==> src/rtl/bst_pkg.sv <==
// Shared constants and types for the cubic B-spline tessellator.
// No dependencies; used by the top level and the divider.
`default_nettype none

package bst_pkg;

  // Defaults for the top-level parameters
  localparam int POINT_SLOTS_DEF = 16;
  localparam int COORD_BITS_DEF  = 16;

  // Fixed field and datapath widths
  localparam int STEPS_W    = 6;   // tessellation_steps
  localparam int IDX_W      = 4;   // point_index, segment_start
  localparam int SLOT_EXT_W = 9;   // slot index wide enough for 256 slots
  localparam int AW         = 22;  // signed multiplier operand A
  localparam int WW         = 21;  // basis weights and divisor 6*n^3
  localparam int SQ_W       = 12;  // n^2, i^2, (n-i)^2
  localparam int CU_W       = 18;  // n^3, i^3, (n-i)^3, i^2*n

  localparam logic [STEPS_W-1:0] STEPS_RESET = STEPS_W'(16);

  typedef enum logic {
    ACT_WRITE = 1'b0,
    ACT_TESS  = 1'b1
  } action_t;

  typedef enum logic [3:0] {
    ST_IDLE,
    ST_RD,
    ST_CAP,
    ST_N2,
    ST_N3,
    ST_I2,
    ST_I3,
    ST_M2,
    ST_M3,
    ST_I2N,
    ST_W1,
    ST_W2,
    ST_MAC,
    ST_DIVGO,
    ST_DIV,
    ST_EMIT
  } seq_state_t;

endpackage

`default_nettype wire

==> src/rtl/cubic_bspline_tessellator_core.sv <==
// Uniform cubic B-spline tessellator. A write item (tuser = 0) stores one Q8.8 control point
// and yields nothing; a tessellate item (tuser = 1) emits n+1 curve points of the segment
// through slots c..c+3 (slots wrap around the store), n = tessellation_steps (0 acts as 1),
// the last point flagged by tlast. A tessellate item first reads the four points from the
// store and forms n^2 and n^3; per point it forms the weight products, then per coordinate
// runs the multiply-accumulate steps, launches the divider and waits for its result, and
// then emits the point, also waiting while the receiver has not taken the previous point.
// All products come from the single shared multiplier, and the bit-serial rounding divider
// divides by 6*n^3. in_tready is low for the whole run. Points read must have been written.
`default_nettype none

module cubic_bspline_tessellator_core import bst_pkg::*; #(
  parameter  int POINT_SLOTS = POINT_SLOTS_DEF,
  parameter  int COORD_BITS  = COORD_BITS_DEF,
  localparam int IN_W        = ((2 * IDX_W + 3 * COORD_BITS + 7) / 8) * 8,
  localparam int OUT_W       = ((3 * COORD_BITS + 7) / 8) * 8
) (
  input  wire logic               clk,
  input  wire logic               rst_n,
  // configuration: tessellation_steps
  input  wire logic               cfg_valid,
  output logic                    cfg_ready,
  input  wire logic [STEPS_W-1:0] cfg_data,
  // input items
  input  wire logic               in_tvalid,
  output logic                    in_tready,
  input  wire logic [IN_W-1:0]    in_tdata,  // point_index, point_x, point_y, point_z,
                                             // segment_start, zero pad
  input  wire logic               in_tuser,  // action
  // result items
  output logic                    out_tvalid,
  input  wire logic               out_tready,
  output logic [OUT_W-1:0]        out_tdata, // curve_x, curve_y, curve_z, zero pad
  output logic                    out_tlast  // last_point
);

  localparam int CB     = COORD_BITS;
  localparam int PW     = AW + CB;
  localparam int ACC_W  = CB + 23;
  localparam int SLOT_W = (POINT_SLOTS > 1) ? $clog2(POINT_SLOTS) : 1;

  // Reduce a small slot number modulo the store depth
  function automatic logic [SLOT_EXT_W-1:0] slot_wrap(input logic [SLOT_EXT_W-1:0] v);
    logic [SLOT_EXT_W-1:0] r;
    r = v;
    for (int s = 0; s < 4; s++) begin
      if (r >= SLOT_EXT_W'(POINT_SLOTS)) begin
        r = r - SLOT_EXT_W'(POINT_SLOTS);
      end
    end
    return r;
  endfunction

  // Saturate a rounded magnitude with its sign
  function automatic logic [CB-1:0] sat_coord(input logic neg, input logic [CB-1:0] q);
    logic [CB-1:0] lim;
    lim = {1'b1, {(CB-1){1'b0}}};
    if (neg) begin
      return (q > lim) ? lim : (~q + CB'(1));
    end
    return q[CB-1] ? ~lim : q;
  endfunction

  // Input field unpack
  logic [IDX_W-1:0]      f_index;
  logic [CB-1:0]         f_x, f_y, f_z;
  logic [IDX_W-1:0]      f_seg;
  action_t               f_action;
  logic                  in_acc;
  logic [SLOT_EXT_W-1:0] idx_ext;
  logic                  mem_we;

  assign f_index  = in_tdata[IDX_W-1:0];
  assign f_x      = in_tdata[IDX_W +: CB];
  assign f_y      = in_tdata[IDX_W + CB +: CB];
  assign f_z      = in_tdata[IDX_W + 2 * CB +: CB];
  assign f_seg    = in_tdata[IDX_W + 3 * CB +: IDX_W];
  assign f_action = action_t'(in_tuser);
  assign in_acc   = in_tvalid && in_tready;
  assign idx_ext  = SLOT_EXT_W'(f_index);
  assign mem_we   = in_acc && (f_action == ACT_WRITE) &&
                    (idx_ext < SLOT_EXT_W'(POINT_SLOTS));

  // Sequencer and datapath registers
  seq_state_t           state_r, state_nxt;
  logic [STEPS_W-1:0]   steps_r;
  logic [STEPS_W-1:0]   n_r, n_nxt;
  logic [STEPS_W-1:0]   i_r, i_nxt;
  logic [2:0]           k_r, k_nxt;
  logic [1:0]           d_r, d_nxt;
  logic [SLOT_W-1:0]    slot_r, slot_nxt;
  logic [SQ_W-1:0]      n2_r, n2_nxt, i2_r, i2_nxt, m2_r, m2_nxt;
  logic [CU_W-1:0]      n3_r, n3_nxt, i3_r, i3_nxt, m3_r, m3_nxt, i2n_r, i2n_nxt;
  logic [WW-1:0]        w_r [4];
  logic [WW-1:0]        w_nxt [4];
  logic [3*CB-1:0]      cp_r [4];
  logic [3*CB-1:0]      cp_nxt [4];
  logic signed [PW-1:0] prod_r, prod_nxt;
  logic signed [ACC_W-1:0] acc_r, acc_nxt;
  logic                 neg_r, neg_nxt;
  logic [CB-1:0]        res_r [3];
  logic [CB-1:0]        res_nxt [3];
  logic                 out_vld_r, out_vld_nxt;
  logic                 out_last_r, out_last_nxt;
  logic [3*CB-1:0]      out_data_r, out_data_nxt;

  // Control point store
  logic [3*CB-1:0]      mem [POINT_SLOTS];
  logic [3*CB-1:0]      rd_data_r;

  // Shared multiplier and helpers
  logic signed [AW-1:0] mul_a;
  logic signed [CB-1:0] mul_b;
  logic signed [PW-1:0] mul_p;
  logic [STEPS_W-1:0]   m_cur;
  logic [WW-1:0]        den_w;
  logic [WW-1:0]        half_w;
  logic [WW+1:0]        w1_full;
  logic [ACC_W-1:0]     acc_mag;
  logic [ACC_W-1:0]     div_num;
  logic                 div_start;
  logic                 div_busy;
  logic                 div_done;
  logic [CB-1:0]        div_quo;
  logic                 emit_go;

  assign mul_p   = mul_a * mul_b;
  assign m_cur   = n_r - i_r;
  assign den_w   = WW'({n3_r, 2'b00}) + WW'({n3_r, 1'b0});
  assign half_w  = WW'({n3_r, 1'b0}) + WW'(n3_r);
  assign w1_full = (WW+2)'({i3_r, 1'b0}) + (WW+2)'(i3_r) + (WW+2)'({n3_r, 2'b00})
                 - (WW+2)'({i2n_r, 2'b00}) - (WW+2)'({i2n_r, 1'b0});
  assign acc_mag = acc_r[ACC_W-1] ? (~acc_r + ACC_W'(1)) : acc_r;
  assign div_num = acc_mag + ACC_W'(half_w);
  assign emit_go = !out_vld_r || out_tready;

  // Next state and datapath steps
  always_comb begin
    state_nxt    = state_r;
    n_nxt        = n_r;
    i_nxt        = i_r;
    k_nxt        = k_r;
    d_nxt        = d_r;
    slot_nxt     = slot_r;
    n2_nxt       = n2_r;
    n3_nxt       = n3_r;
    i2_nxt       = i2_r;
    i3_nxt       = i3_r;
    m2_nxt       = m2_r;
    m3_nxt       = m3_r;
    i2n_nxt      = i2n_r;
    w_nxt        = w_r;
    cp_nxt       = cp_r;
    prod_nxt     = prod_r;
    acc_nxt      = acc_r;
    neg_nxt      = neg_r;
    res_nxt      = res_r;
    out_last_nxt = out_last_r;
    out_data_nxt = out_data_r;
    out_vld_nxt  = out_vld_r && !out_tready;
    mul_a        = '0;
    mul_b        = '0;
    div_start    = 1'b0;

    case (state_r)
      ST_IDLE: begin
        if (in_acc && (f_action == ACT_TESS)) begin
          n_nxt     = (steps_r == '0) ? STEPS_W'(1) : steps_r;
          i_nxt     = '0;
          k_nxt     = '0;
          slot_nxt  = SLOT_W'(slot_wrap(SLOT_EXT_W'(f_seg)));
          state_nxt = ST_RD;
        end
      end
      ST_RD: begin
        state_nxt = ST_CAP;
      end
      // Capture one control point, step the slot with wraparound
      ST_CAP: begin
        cp_nxt[k_r[1:0]] = rd_data_r;
        slot_nxt = (slot_r == SLOT_W'(POINT_SLOTS - 1)) ? '0 : slot_r + SLOT_W'(1);
        if (k_r == 3'd3) begin
          k_nxt     = '0;
          state_nxt = ST_N2;
        end else begin
          k_nxt     = k_r + 3'd1;
          state_nxt = ST_RD;
        end
      end
      ST_N2: begin
        mul_a     = AW'(n_r);
        mul_b     = CB'(n_r);
        n2_nxt    = mul_p[SQ_W-1:0];
        state_nxt = ST_N3;
      end
      ST_N3: begin
        mul_a     = AW'(n2_r);
        mul_b     = CB'(n_r);
        n3_nxt    = mul_p[CU_W-1:0];
        state_nxt = ST_I2;
      end
      ST_I2: begin
        mul_a     = AW'(i_r);
        mul_b     = CB'(i_r);
        i2_nxt    = mul_p[SQ_W-1:0];
        state_nxt = ST_I3;
      end
      ST_I3: begin
        mul_a     = AW'(i2_r);
        mul_b     = CB'(i_r);
        i3_nxt    = mul_p[CU_W-1:0];
        state_nxt = ST_M2;
      end
      ST_M2: begin
        mul_a     = AW'(m_cur);
        mul_b     = CB'(m_cur);
        m2_nxt    = mul_p[SQ_W-1:0];
        state_nxt = ST_M3;
      end
      ST_M3: begin
        mul_a     = AW'(m2_r);
        mul_b     = CB'(m_cur);
        m3_nxt    = mul_p[CU_W-1:0];
        state_nxt = ST_I2N;
      end
      ST_I2N: begin
        mul_a     = AW'(i2_r);
        mul_b     = CB'(n_r);
        i2n_nxt   = mul_p[CU_W-1:0];
        state_nxt = ST_W1;
      end
      // Outer weights are the cubes; w1 from its polynomial
      ST_W1: begin
        w_nxt[0]  = WW'(m3_r);
        w_nxt[3]  = WW'(i3_r);
        w_nxt[1]  = w1_full[WW-1:0];
        state_nxt = ST_W2;
      end
      // Weights sum to 6*n^3
      ST_W2: begin
        w_nxt[2]  = den_w - w_r[0] - w_r[1] - w_r[3];
        k_nxt     = '0;
        d_nxt     = '0;
        state_nxt = ST_MAC;
      end
      // Multiply one weight by one coordinate, accumulate the previous product
      ST_MAC: begin
        if (k_r != 3'd4) begin
          mul_a    = AW'(w_r[k_r[1:0]]);
          mul_b    = cp_r[k_r[1:0]][d_r * CB +: CB];
          prod_nxt = mul_p;
        end
        if (k_r == 3'd1) begin
          acc_nxt = ACC_W'(prod_r);
        end else if (k_r != 3'd0) begin
          acc_nxt = acc_r + ACC_W'(prod_r);
        end
        if (k_r == 3'd4) begin
          k_nxt     = '0;
          state_nxt = ST_DIVGO;
        end else begin
          k_nxt = k_r + 3'd1;
        end
      end
      // Launch rounding division of |sum| + 3*n^3 by 6*n^3
      ST_DIVGO: begin
        div_start = 1'b1;
        neg_nxt   = acc_r[ACC_W-1];
        state_nxt = ST_DIV;
      end
      ST_DIV: begin
        if (div_done) begin
          res_nxt[d_r] = sat_coord(neg_r, div_quo);
          if (d_r == 2'd2) begin
            state_nxt = ST_EMIT;
          end else begin
            d_nxt     = d_r + 2'd1;
            state_nxt = ST_MAC;
          end
        end
      end
      // Hand the point to the output register once it is free
      ST_EMIT: begin
        if (emit_go) begin
          out_vld_nxt  = 1'b1;
          out_last_nxt = (i_r == n_r);
          out_data_nxt = {res_r[2], res_r[1], res_r[0]};
          if (i_r == n_r) begin
            state_nxt = ST_IDLE;
          end else begin
            i_nxt     = i_r + STEPS_W'(1);
            state_nxt = ST_I2;
          end
        end
      end
      default: begin
        state_nxt = ST_IDLE;
      end
    endcase
  end

  // Control registers
  always_ff @(posedge clk) begin
    if (!rst_n) begin
      state_r   <= ST_IDLE;
      steps_r   <= STEPS_RESET;
      out_vld_r <= 1'b0;
    end else begin
      state_r   <= state_nxt;
      out_vld_r <= out_vld_nxt;
      if (cfg_valid && cfg_ready) begin
        steps_r <= cfg_data;
      end
    end
  end

  // Datapath registers
  always_ff @(posedge clk) begin
    n_r        <= n_nxt;
    i_r        <= i_nxt;
    k_r        <= k_nxt;
    d_r        <= d_nxt;
    slot_r     <= slot_nxt;
    n2_r       <= n2_nxt;
    n3_r       <= n3_nxt;
    i2_r       <= i2_nxt;
    i3_r       <= i3_nxt;
    m2_r       <= m2_nxt;
    m3_r       <= m3_nxt;
    i2n_r      <= i2n_nxt;
    w_r        <= w_nxt;
    cp_r       <= cp_nxt;
    prod_r     <= prod_nxt;
    acc_r      <= acc_nxt;
    neg_r      <= neg_nxt;
    res_r      <= res_nxt;
    out_last_r <= out_last_nxt;
    out_data_r <= out_data_nxt;
  end

  // Control point store: one write port, one registered read port
  always_ff @(posedge clk) begin
    if (mem_we) begin
      mem[idx_ext[SLOT_W-1:0]] <= {f_z, f_y, f_x};
    end
    rd_data_r <= mem[slot_r];
  end

  bst_div #(
    .QW   (CB),
    .NUMW (ACC_W)
  ) u_div (
    .clk   (clk),
    .rst_n (rst_n),
    .start (div_start),
    .num   (div_num),
    .den   (den_w),
    .busy  (div_busy),
    .done  (div_done),
    .quo   (div_quo)
  );

  assign cfg_ready  = 1'b1;
  assign in_tready  = (state_r == ST_IDLE);
  assign out_tvalid = out_vld_r;
  assign out_tlast  = out_last_r;
  assign out_tdata  = OUT_W'(out_data_r);

  // Divider is only launched when free
  a_div_free: assert property (@(posedge clk) disable iff (!rst_n)
    div_start |-> !div_busy)
    else $error("divider launched while busy");

  // Divider completes only while the sequencer waits for it
  a_div_wait: assert property (@(posedge clk) disable iff (!rst_n)
    div_done |-> (state_r == ST_DIV))
    else $error("divider result arrived outside the wait state");

  // A tessellate item blocks further input
  a_tess_busy: assert property (@(posedge clk) disable iff (!rst_n)
    (in_acc && (f_action == ACT_TESS)) |=> !in_tready)
    else $error("input accepted during a tessellation run");

  // Step count is never zero during a run
  a_steps_nz: assert property (@(posedge clk) disable iff (!rst_n)
    (state_r != ST_IDLE) |-> (n_r != '0))
    else $error("zero step count in a run");

endmodule

`default_nettype wire

==> src/rtl/bst_div.sv <==
// Iterative restoring divider, one quotient bit per cycle.
// Depends on bst_pkg for the divisor width.
`default_nettype none

module bst_div import bst_pkg::*; #(
  parameter int QW   = COORD_BITS_DEF,
  parameter int NUMW = COORD_BITS_DEF + 23
) (
  input  wire logic            clk,
  input  wire logic            rst_n,
  input  wire logic            start,
  input  wire logic [NUMW-1:0] num,   // dividend, known below den * 2^QW
  input  wire logic [WW-1:0]   den,
  output logic                 busy,
  output logic                 done,
  output logic [QW-1:0]        quo
);

  localparam int CW = $clog2(QW + 1);

  logic [WW-1:0] rem_r, rem_nxt;
  logic [QW-1:0] sh_r, sh_nxt;
  logic [WW-1:0] den_r, den_nxt;
  logic [CW-1:0] cnt_r, cnt_nxt;
  logic          done_r, done_nxt;

  logic [WW:0]   trial;
  logic [WW:0]   diff;
  logic          ge;

  // One shift-and-subtract step
  always_comb begin
    trial    = {rem_r, sh_r[QW-1]};
    diff     = trial - {1'b0, den_r};
    ge       = (trial >= {1'b0, den_r});
    rem_nxt  = rem_r;
    sh_nxt   = sh_r;
    den_nxt  = den_r;
    cnt_nxt  = cnt_r;
    done_nxt = 1'b0;
    if (start) begin
      rem_nxt = num[QW +: WW];
      sh_nxt  = num[QW-1:0];
      den_nxt = den;
      cnt_nxt = CW'(QW);
    end else if (cnt_r != '0) begin
      rem_nxt  = ge ? diff[WW-1:0] : trial[WW-1:0];
      sh_nxt   = {sh_r[QW-2:0], ge};
      cnt_nxt  = cnt_r - CW'(1);
      done_nxt = (cnt_r == CW'(1));
    end
  end

  // Hold datapath; reset only the step counter and done flag
  always_ff @(posedge clk) begin
    rem_r <= rem_nxt;
    sh_r  <= sh_nxt;
    den_r <= den_nxt;
    if (!rst_n) begin
      cnt_r  <= '0;
      done_r <= 1'b0;
    end else begin
      cnt_r  <= cnt_nxt;
      done_r <= done_nxt;
    end
  end

  assign busy = (cnt_r != '0);
  assign done = done_r;
  assign quo  = sh_r;

endmodule

`default_nettype wire

==> config.mk <==
export PLATFORM = sky130hd
export DESIGN_NAME = cubic_bspline_tessellator_core
export DESIGN_NICKNAME = d
export VERILOG_FILES = /design/src/rtl/bst_pkg.sv /design/src/rtl/cubic_bspline_tessellator_core.sv /design/src/rtl/bst_div.sv
export SDC_FILE = /design/constraint.sdc
export NUM_CORES = 2
export LEC_CHECK = 0
export BUFFER_PORTS_ARGS = -buffer_cell sky130_fd_sc_hd__buf_2
export CAP_MARGIN = 15
export CORE_UTILIZATION = 30
export DETAILED_ROUTE_END_ITERATION = 12
export SLEW_MARGIN = 10
export SYNTH_ARGS = -nofsm -noshare
export SYNTH_HDL_FRONTEND = slang
export SYNTH_HIERARCHICAL = 1
export SYNTH_SLANG_ARGS = --single-unit
==> constraint.sdc <==
create_clock -name clk -period 11.8 [get_ports clk]
set_clock_uncertainty 0.2 [all_clocks]
set_input_delay 0.59 -clock clk [delete_from_list [all_inputs] [get_ports clk]]
set_output_delay 0.59 -clock clk [all_outputs]
set_load 0.005 [all_outputs]
### Word-level counts from Yosys, hierarchy flattened

Memory sizes are Yosys's and may differ from the RTL's. A register that Yosys moved wholly into a read port is not among the register bits.
Index checks and enable logic that the tools add are counted.

| storage, ports and cells | value |
|---|---|
| register bits after elaboration | 649 |
| latch bits | 0 |
| bits in writable memories | 768 |
| memory bits (read-only) | 0 |
| output and inout bits | 52 |
| logic and storage cells | 201 |
| memories kept | 1 |

| cells by class | value |
|---|---|
| add/subtract/negate cells | 20 |
| multipliers | 1 |
| divide/modulo/power cells | 0 |
| order comparisons | 7 |
| equal/unequal tests | 29 |
| shifts and indexed selects | 1 |
| multiplexer cells | 62 |
| bitwise operators | 7 |
| reductions and logical operators | 36 |

Memory list:

| memory | depth | width | rd ports | clocked after memory_dff | wr ports | RTL line | RTL |
|---|---|---|---|---|---|---|---|
| mem | 16 | 48 | 1 | 1 | 1 | cubic_bspline_tessellator_core.sv:108 | `logic [3*CB-1:0] mem [POINT_SLOTS];` |

Operators with widths:

| kind | count |
|---|---|
| bitwise mux 192 bit | 1 |
| one-hot mux 21 bit (7 select lines) | 1 |
| 2-to-1 mux 16 bit | 9 |
| 2-to-1 mux 48 bit | 3 |
| 2-to-1 mux 21 bit | 6 |
| binary-select mux 48 bit (select 2 bit) | 1 |
| demux 48 bit (select 2 bit) | 1 |
| 2-to-1 mux 39 bit | 2 |
| one-hot mux 16 bit (4 select lines) | 1 |
| one-hot mux 4 bit (16 select lines) | 1 |
| bitwise mux 48 bit | 1 |
| indexed part select 48 x 7 -> 16 bit | 1 |
| binary-select mux 21 bit (select 2 bit) | 1 |
| subtractor 21 x 18 -> 21 bit | 2 |
| subtractor 21 x 20 -> 21 bit | 2 |
| subtractor 21 bit | 2 |
| adder 19 x 18 -> 20 bit | 2 |
| adder 39 x 38 -> 39 bit | 1 |
| multiplier 22 x 16 -> 38 bit | 1 |
| adder 37 x 2 -> 37 bit (second input constant) | 1 |
| adder 37 x 20 -> 37 bit | 1 |
| 2-to-1 mux 37 bit | 1 |
| inverter 37 bit | 1 |
| equality test 4 bit (second input constant) | 9 |
| 55 further kinds | 111 |

### Depth between registers and ports, before layout

| depth | value |
|---|---|
| depth in word-level cells | 8 |
| mapped depth | 35 |

### Hierarchy

The synthesis kept the hierarchy.

By module, submodules not included:

| module | instances | cells an instance | area each (um^2) |
|---|---|---|---|
| cubic_bspline_tessellator_core | 1 | 5,265 | 72,981.2 |
| bst_div | 1 | 377 | 3,968.8 |

### Worst setup path after synthesis

No wires, ideal clock.

| timing | value |
|---|---|
| kind | reg2reg |
| from | reg k_r[0] |
| to | reg prod_r[35], data pin |
| library setup time | 0.258 ns |
| data arrival time | 9.598 ns |
| data required time | 11.342 ns |
| path slack | 1.744 ns |
| cell stages (with the launch flop) | 32 |
| buffers on the path | 6 |
| cells stage by stage | edfxtp_1 > buf_2 > buf_2 > buf_2 > clkbuf_1 > inv_1 > ha_1 > a21o_1 > clkinv_1 > clkbuf_1 > buf_1 > nand2_1 > or2_2 > fa_1 > inv_1 > fa_1 > inv_1 > fa_1 > inv_1 > fa_1 > fa_1 > inv_1 > fa_1 > inv_1 > ha_1 > inv_1 > o311ai_1 > a41oi_1 > o32ai_1 > a31oi_1 > nor2b_1 > xnor2_1 |

| on the way | value |
|---|---|
| longest elaborated chain between the ends | 8 |
| elaborated cells on any way between the ends | 14 |
| classes of those cells | 1 x mul; 1 x eq/ne; 1 x shift; 10 x mux; 1 x bitwise |

Ends and longest elaborated chain:

| element | RTL line | RTL |
|---|---|---|
| from (decl) | cubic_bspline_tessellator_core.sv:89 | `logic [2:0] k_r, k_nxt;` |
| from (signal assigned) | cubic_bspline_tessellator_core.sv:321 | `k_r <= k_nxt;` |
| inverter 2 -> 3 bit (implied by the code) | cubic_bspline_tessellator_core.sv:249, cubic_bspline_tessellator_core.sv:250 |  |
| binary-select mux 48 bit (select 2 bit) | cubic_bspline_tessellator_core.sv:250 | `mul_b = cp_r[k_r[1:0]][d_r * CB +: CB];` |
| 2-to-1 mux 48 bit (implied by the code) (2 in a row) | cubic_bspline_tessellator_core.sv:250 |  |
| indexed part select 48 x 7 -> 16 bit | cubic_bspline_tessellator_core.sv:250 |  |
| 2-to-1 mux 16 bit | cubic_bspline_tessellator_core.sv:248 | `if (k_r != 3'd4) begin` |
| one-hot mux 16 bit (4 select lines) | cubic_bspline_tessellator_core.sv:165 | `case (state_r)` |
| multiplier 22 x 16 -> 38 bit (*) | cubic_bspline_tessellator_core.sv:127 | `assign mul_p = mul_a * mul_b;` |
| net mul_p[35] | cubic_bspline_tessellator_core.sv:114 | `logic signed [PW-1:0] mul_p;` |
| to (signal assigned) | cubic_bspline_tessellator_core.sv:333 | `prod_r <= prod_nxt;` |
| to (decl) | cubic_bspline_tessellator_core.sv:98 | `logic signed [PW-1:0] prod_r, prod_nxt;` |

The timed path passes the listed nets; every way through them passes the cells marked *. The select of a mux whose other input is x is not followed.
A chain may end at the register's enable or synchronous reset.

### Worst setup path in the final report

| timing | value |
|---|---|
| from | reg k_r[0] |
| to | reg prod_r[31], data pin |

The elaborated chain is that of the path after synthesis.

==> out/results.txt <==
status - completed
Core Region - 254400 µm²
Leak - 32.07 nW
routability cong. - 0.8899
PnR worst setup slack - 1.802 ns
cells resized by post-CTS repair - 0
Tcrit/Tclk final - 84.73%
hold crit path type - in2reg
GR Layer Usage met2 - 25.53%
Die X - 508.2 µm
slowest stage delay, CP - 0.66 ns
r2r startpoint - k_r[0]
multi-input logic area - 30830 µm²
clk sinks - 1464
TritonCTS Buffers - 143
WP data required - 12.11 ns
TritonCTS clock tree - done
met1 Usage GRT - 19.53%
GR Util All Layers - 14.91%
max-cap viol count - 0
Slew HR - 15.92%
initial DRC count - 3722
final hold violations - 0
total design power - 0.01308 W
YS warnings - 6
post-detail-place hpwl - 131300 µm
critical path type - reg2reg
Mapped Cells - 5631
fillers - 24467
CP arrival - 10.31 ns
Starting Density - 30.22%
hold_sp - rst_n
WHS Path Cells - 2
worst vdd ir - 133.0 µV
Final Max Slew Viols - 0
first-pass GRT wire length - 293900 µm
Die H - 508.2 µm
grt ovf - 0
P per Cell Area - 150.0 nW/µm²
DR vias/cell - 4.953
DP Worst Slack - 1.802 ns
Net Count, Synth - 6369
Post-Syn Area - 76880 µm²
Area Growth Syn to Fin - 13.40%
Critical Path Sink Type - register
io pins - 120
slowest CP cell - o311ai_1
antenna violations before repair - 28
RSZ-0062 raised after global routing - false
share of layout cells above drive strength 1 - 12.56%
first-pass detailed-route iteration total - 5
CTS Buffer Depth - 3
fmax - 0.1000 GHz
vias - 46145
DIE AREA - 258300 µm²
setup tns final - 0 ns
largest net degree at the start of global routing - 127
post-route cell area - 87180 µm²
gr busiest metal - met2
DRT antenna net count - 0
I/O Buffers - 118
Reg2Reg Depth - 28
crit path launch type - register
met3 GRT Util - 2.456%
clk_lat worst skew - 0.81 ns
FP Rows - 185
endpoints failing setup - 0
CP Max Fanout - 84
Cell Area, Placed - 81700 µm²
Remaining DRCs - 0
Syn Area/Cell - 13.65 µm²
H-tree levels - 4
final wirelength - 193900 µm
wire per inst - 20.81 µm
Worst Hold End - u_div/cnt_r[4]
FF/Latch Area - 43310 µm²
clock slew at reported path FFs - 0.06 ns
number of global-route vias before repair - 47385
reg2reg setup slack - 1.80 ns
CTS root buf - clkbuf_16
slew of the pin with the lowest slew margin - 1.253 ns
Total Nets Final - 6561
Final min period - 9.998 ns
Reg-to-Reg End - prod_r[31]
fin util - 34.27%
-- routing by layer --
metal | up-vias | wire, µm
met1 | 23594 | 83880
met5 | - | 153
li1 | 20907 | -
met4 | 24 | 3773
met2 | 1333 | 94810
met3 | 287 | 11240
-- worst max-delay path by stage --
stage                             to  depth (start not counted)  slack [ns]   start
after CTS                 prod_r[35]                         28        1.77  k_r[0]
after floorplan           prod_r[35]                         31        1.74  k_r[0]
after global placement    prod_r[35]                         28        1.98  k_r[0]
final                     prod_r[31]                         28        1.80  k_r[0]
after detailed placement  prod_r[35]                         28        1.80  k_r[0]
after global routing      prod_r[31]                         28        1.24  k_r[0]
-- sequential cells by signal, indices dropped and copies added, names as in the netlist, 21 cells and up --
name and count:
acc_r 39, u_div/den_r 21, res_r 48, w_r 77, out_tdata 48, u_div/rem_r 21, mem 768, prod_r 38
rd_data_r 48, cp_r 192
-- cell type report --
type	count	share of cell area, %
Antenna cell	12	0.03444
Clock buffer	177	4.331
Clock inverter	83	1.119
Inverter	560	2.411
Multi-Input combinational cell	3387	35.36
Sequential cell	1464	49.68
Tap cell	3366	4.831
Timing Repair Buffer	267	2.233
-- layout by cell type (no fill, tap or decap), drive strengths merged, types with 21 or more instances in the layout --
master	count
nor2b	25
o21a	34
mux2i	180
or3	37
and2	29
nand2	387
nand3	46
a21o	68
o21bai	23
mux2	84
or2	22
xor2	74
a31oi	29
mux4	150
dlygate4sd3	65
a221oi	59
xnor2	136
edfxtp	1399
inv	569
a22oi	65
buf	201
ha	299
fa	371
nor2	336
clkinv	55
o21ai	261
a211oi	21
dfxtp	65
a21oi	265
clkbuf	178
nor3	71
nand2b	65
and3	32
-- report_power, final --
part | internal [W] | leakage [nW] | total, W | switching (W)
logic | 0.000811 | 16.3 | 0.00215 | 0.00133
registers | 0.00611 | 13.5 | 0.00633 | 0.000222
clock network | 0.00253 | 2.26 | 0.00460 | 0.00208
total | 0.00945 | 32.1 | 0.0131 | 0.00363
-- worst max-delay path: cells and delay by family (launching register included) --
| kind | cells | cell delay (ns) |
|---|---|---|
| flip-flops | 1 | 0.38 |
| AND/OR/NAND/NOR | 3 | 0.87 |
| adder cells (fa/ha/maj) | 8 | 3.61 |
| XOR/XNOR | 1 | 0.08 |
| AO/OA/AOI/OAI | 6 | 2.29 |
| buffers and inverters | 10 | 2.25 |
-- timing repair --
action | 4_1_cts | 5_1_grt
endpoints found under the hold margin | 778 | 0
hold buffers | 65 | 0
buffers inserted | 0 | 0
-- per-stage QoR --
| step | std cells | hold slack (ns) |
|---|---|---|
| after floorplan | 5631 | 0.2003 |
| after global placement | 8974 | 0.2032 |
| after detailed placement | 8975 | 0.2045 |
| after CTS | 9300 | 0.004167 |
| after global routing | 9311 | 0.03727 |
| final | 9316 | 0.06864 |
(Power assumes the default switching activity.)
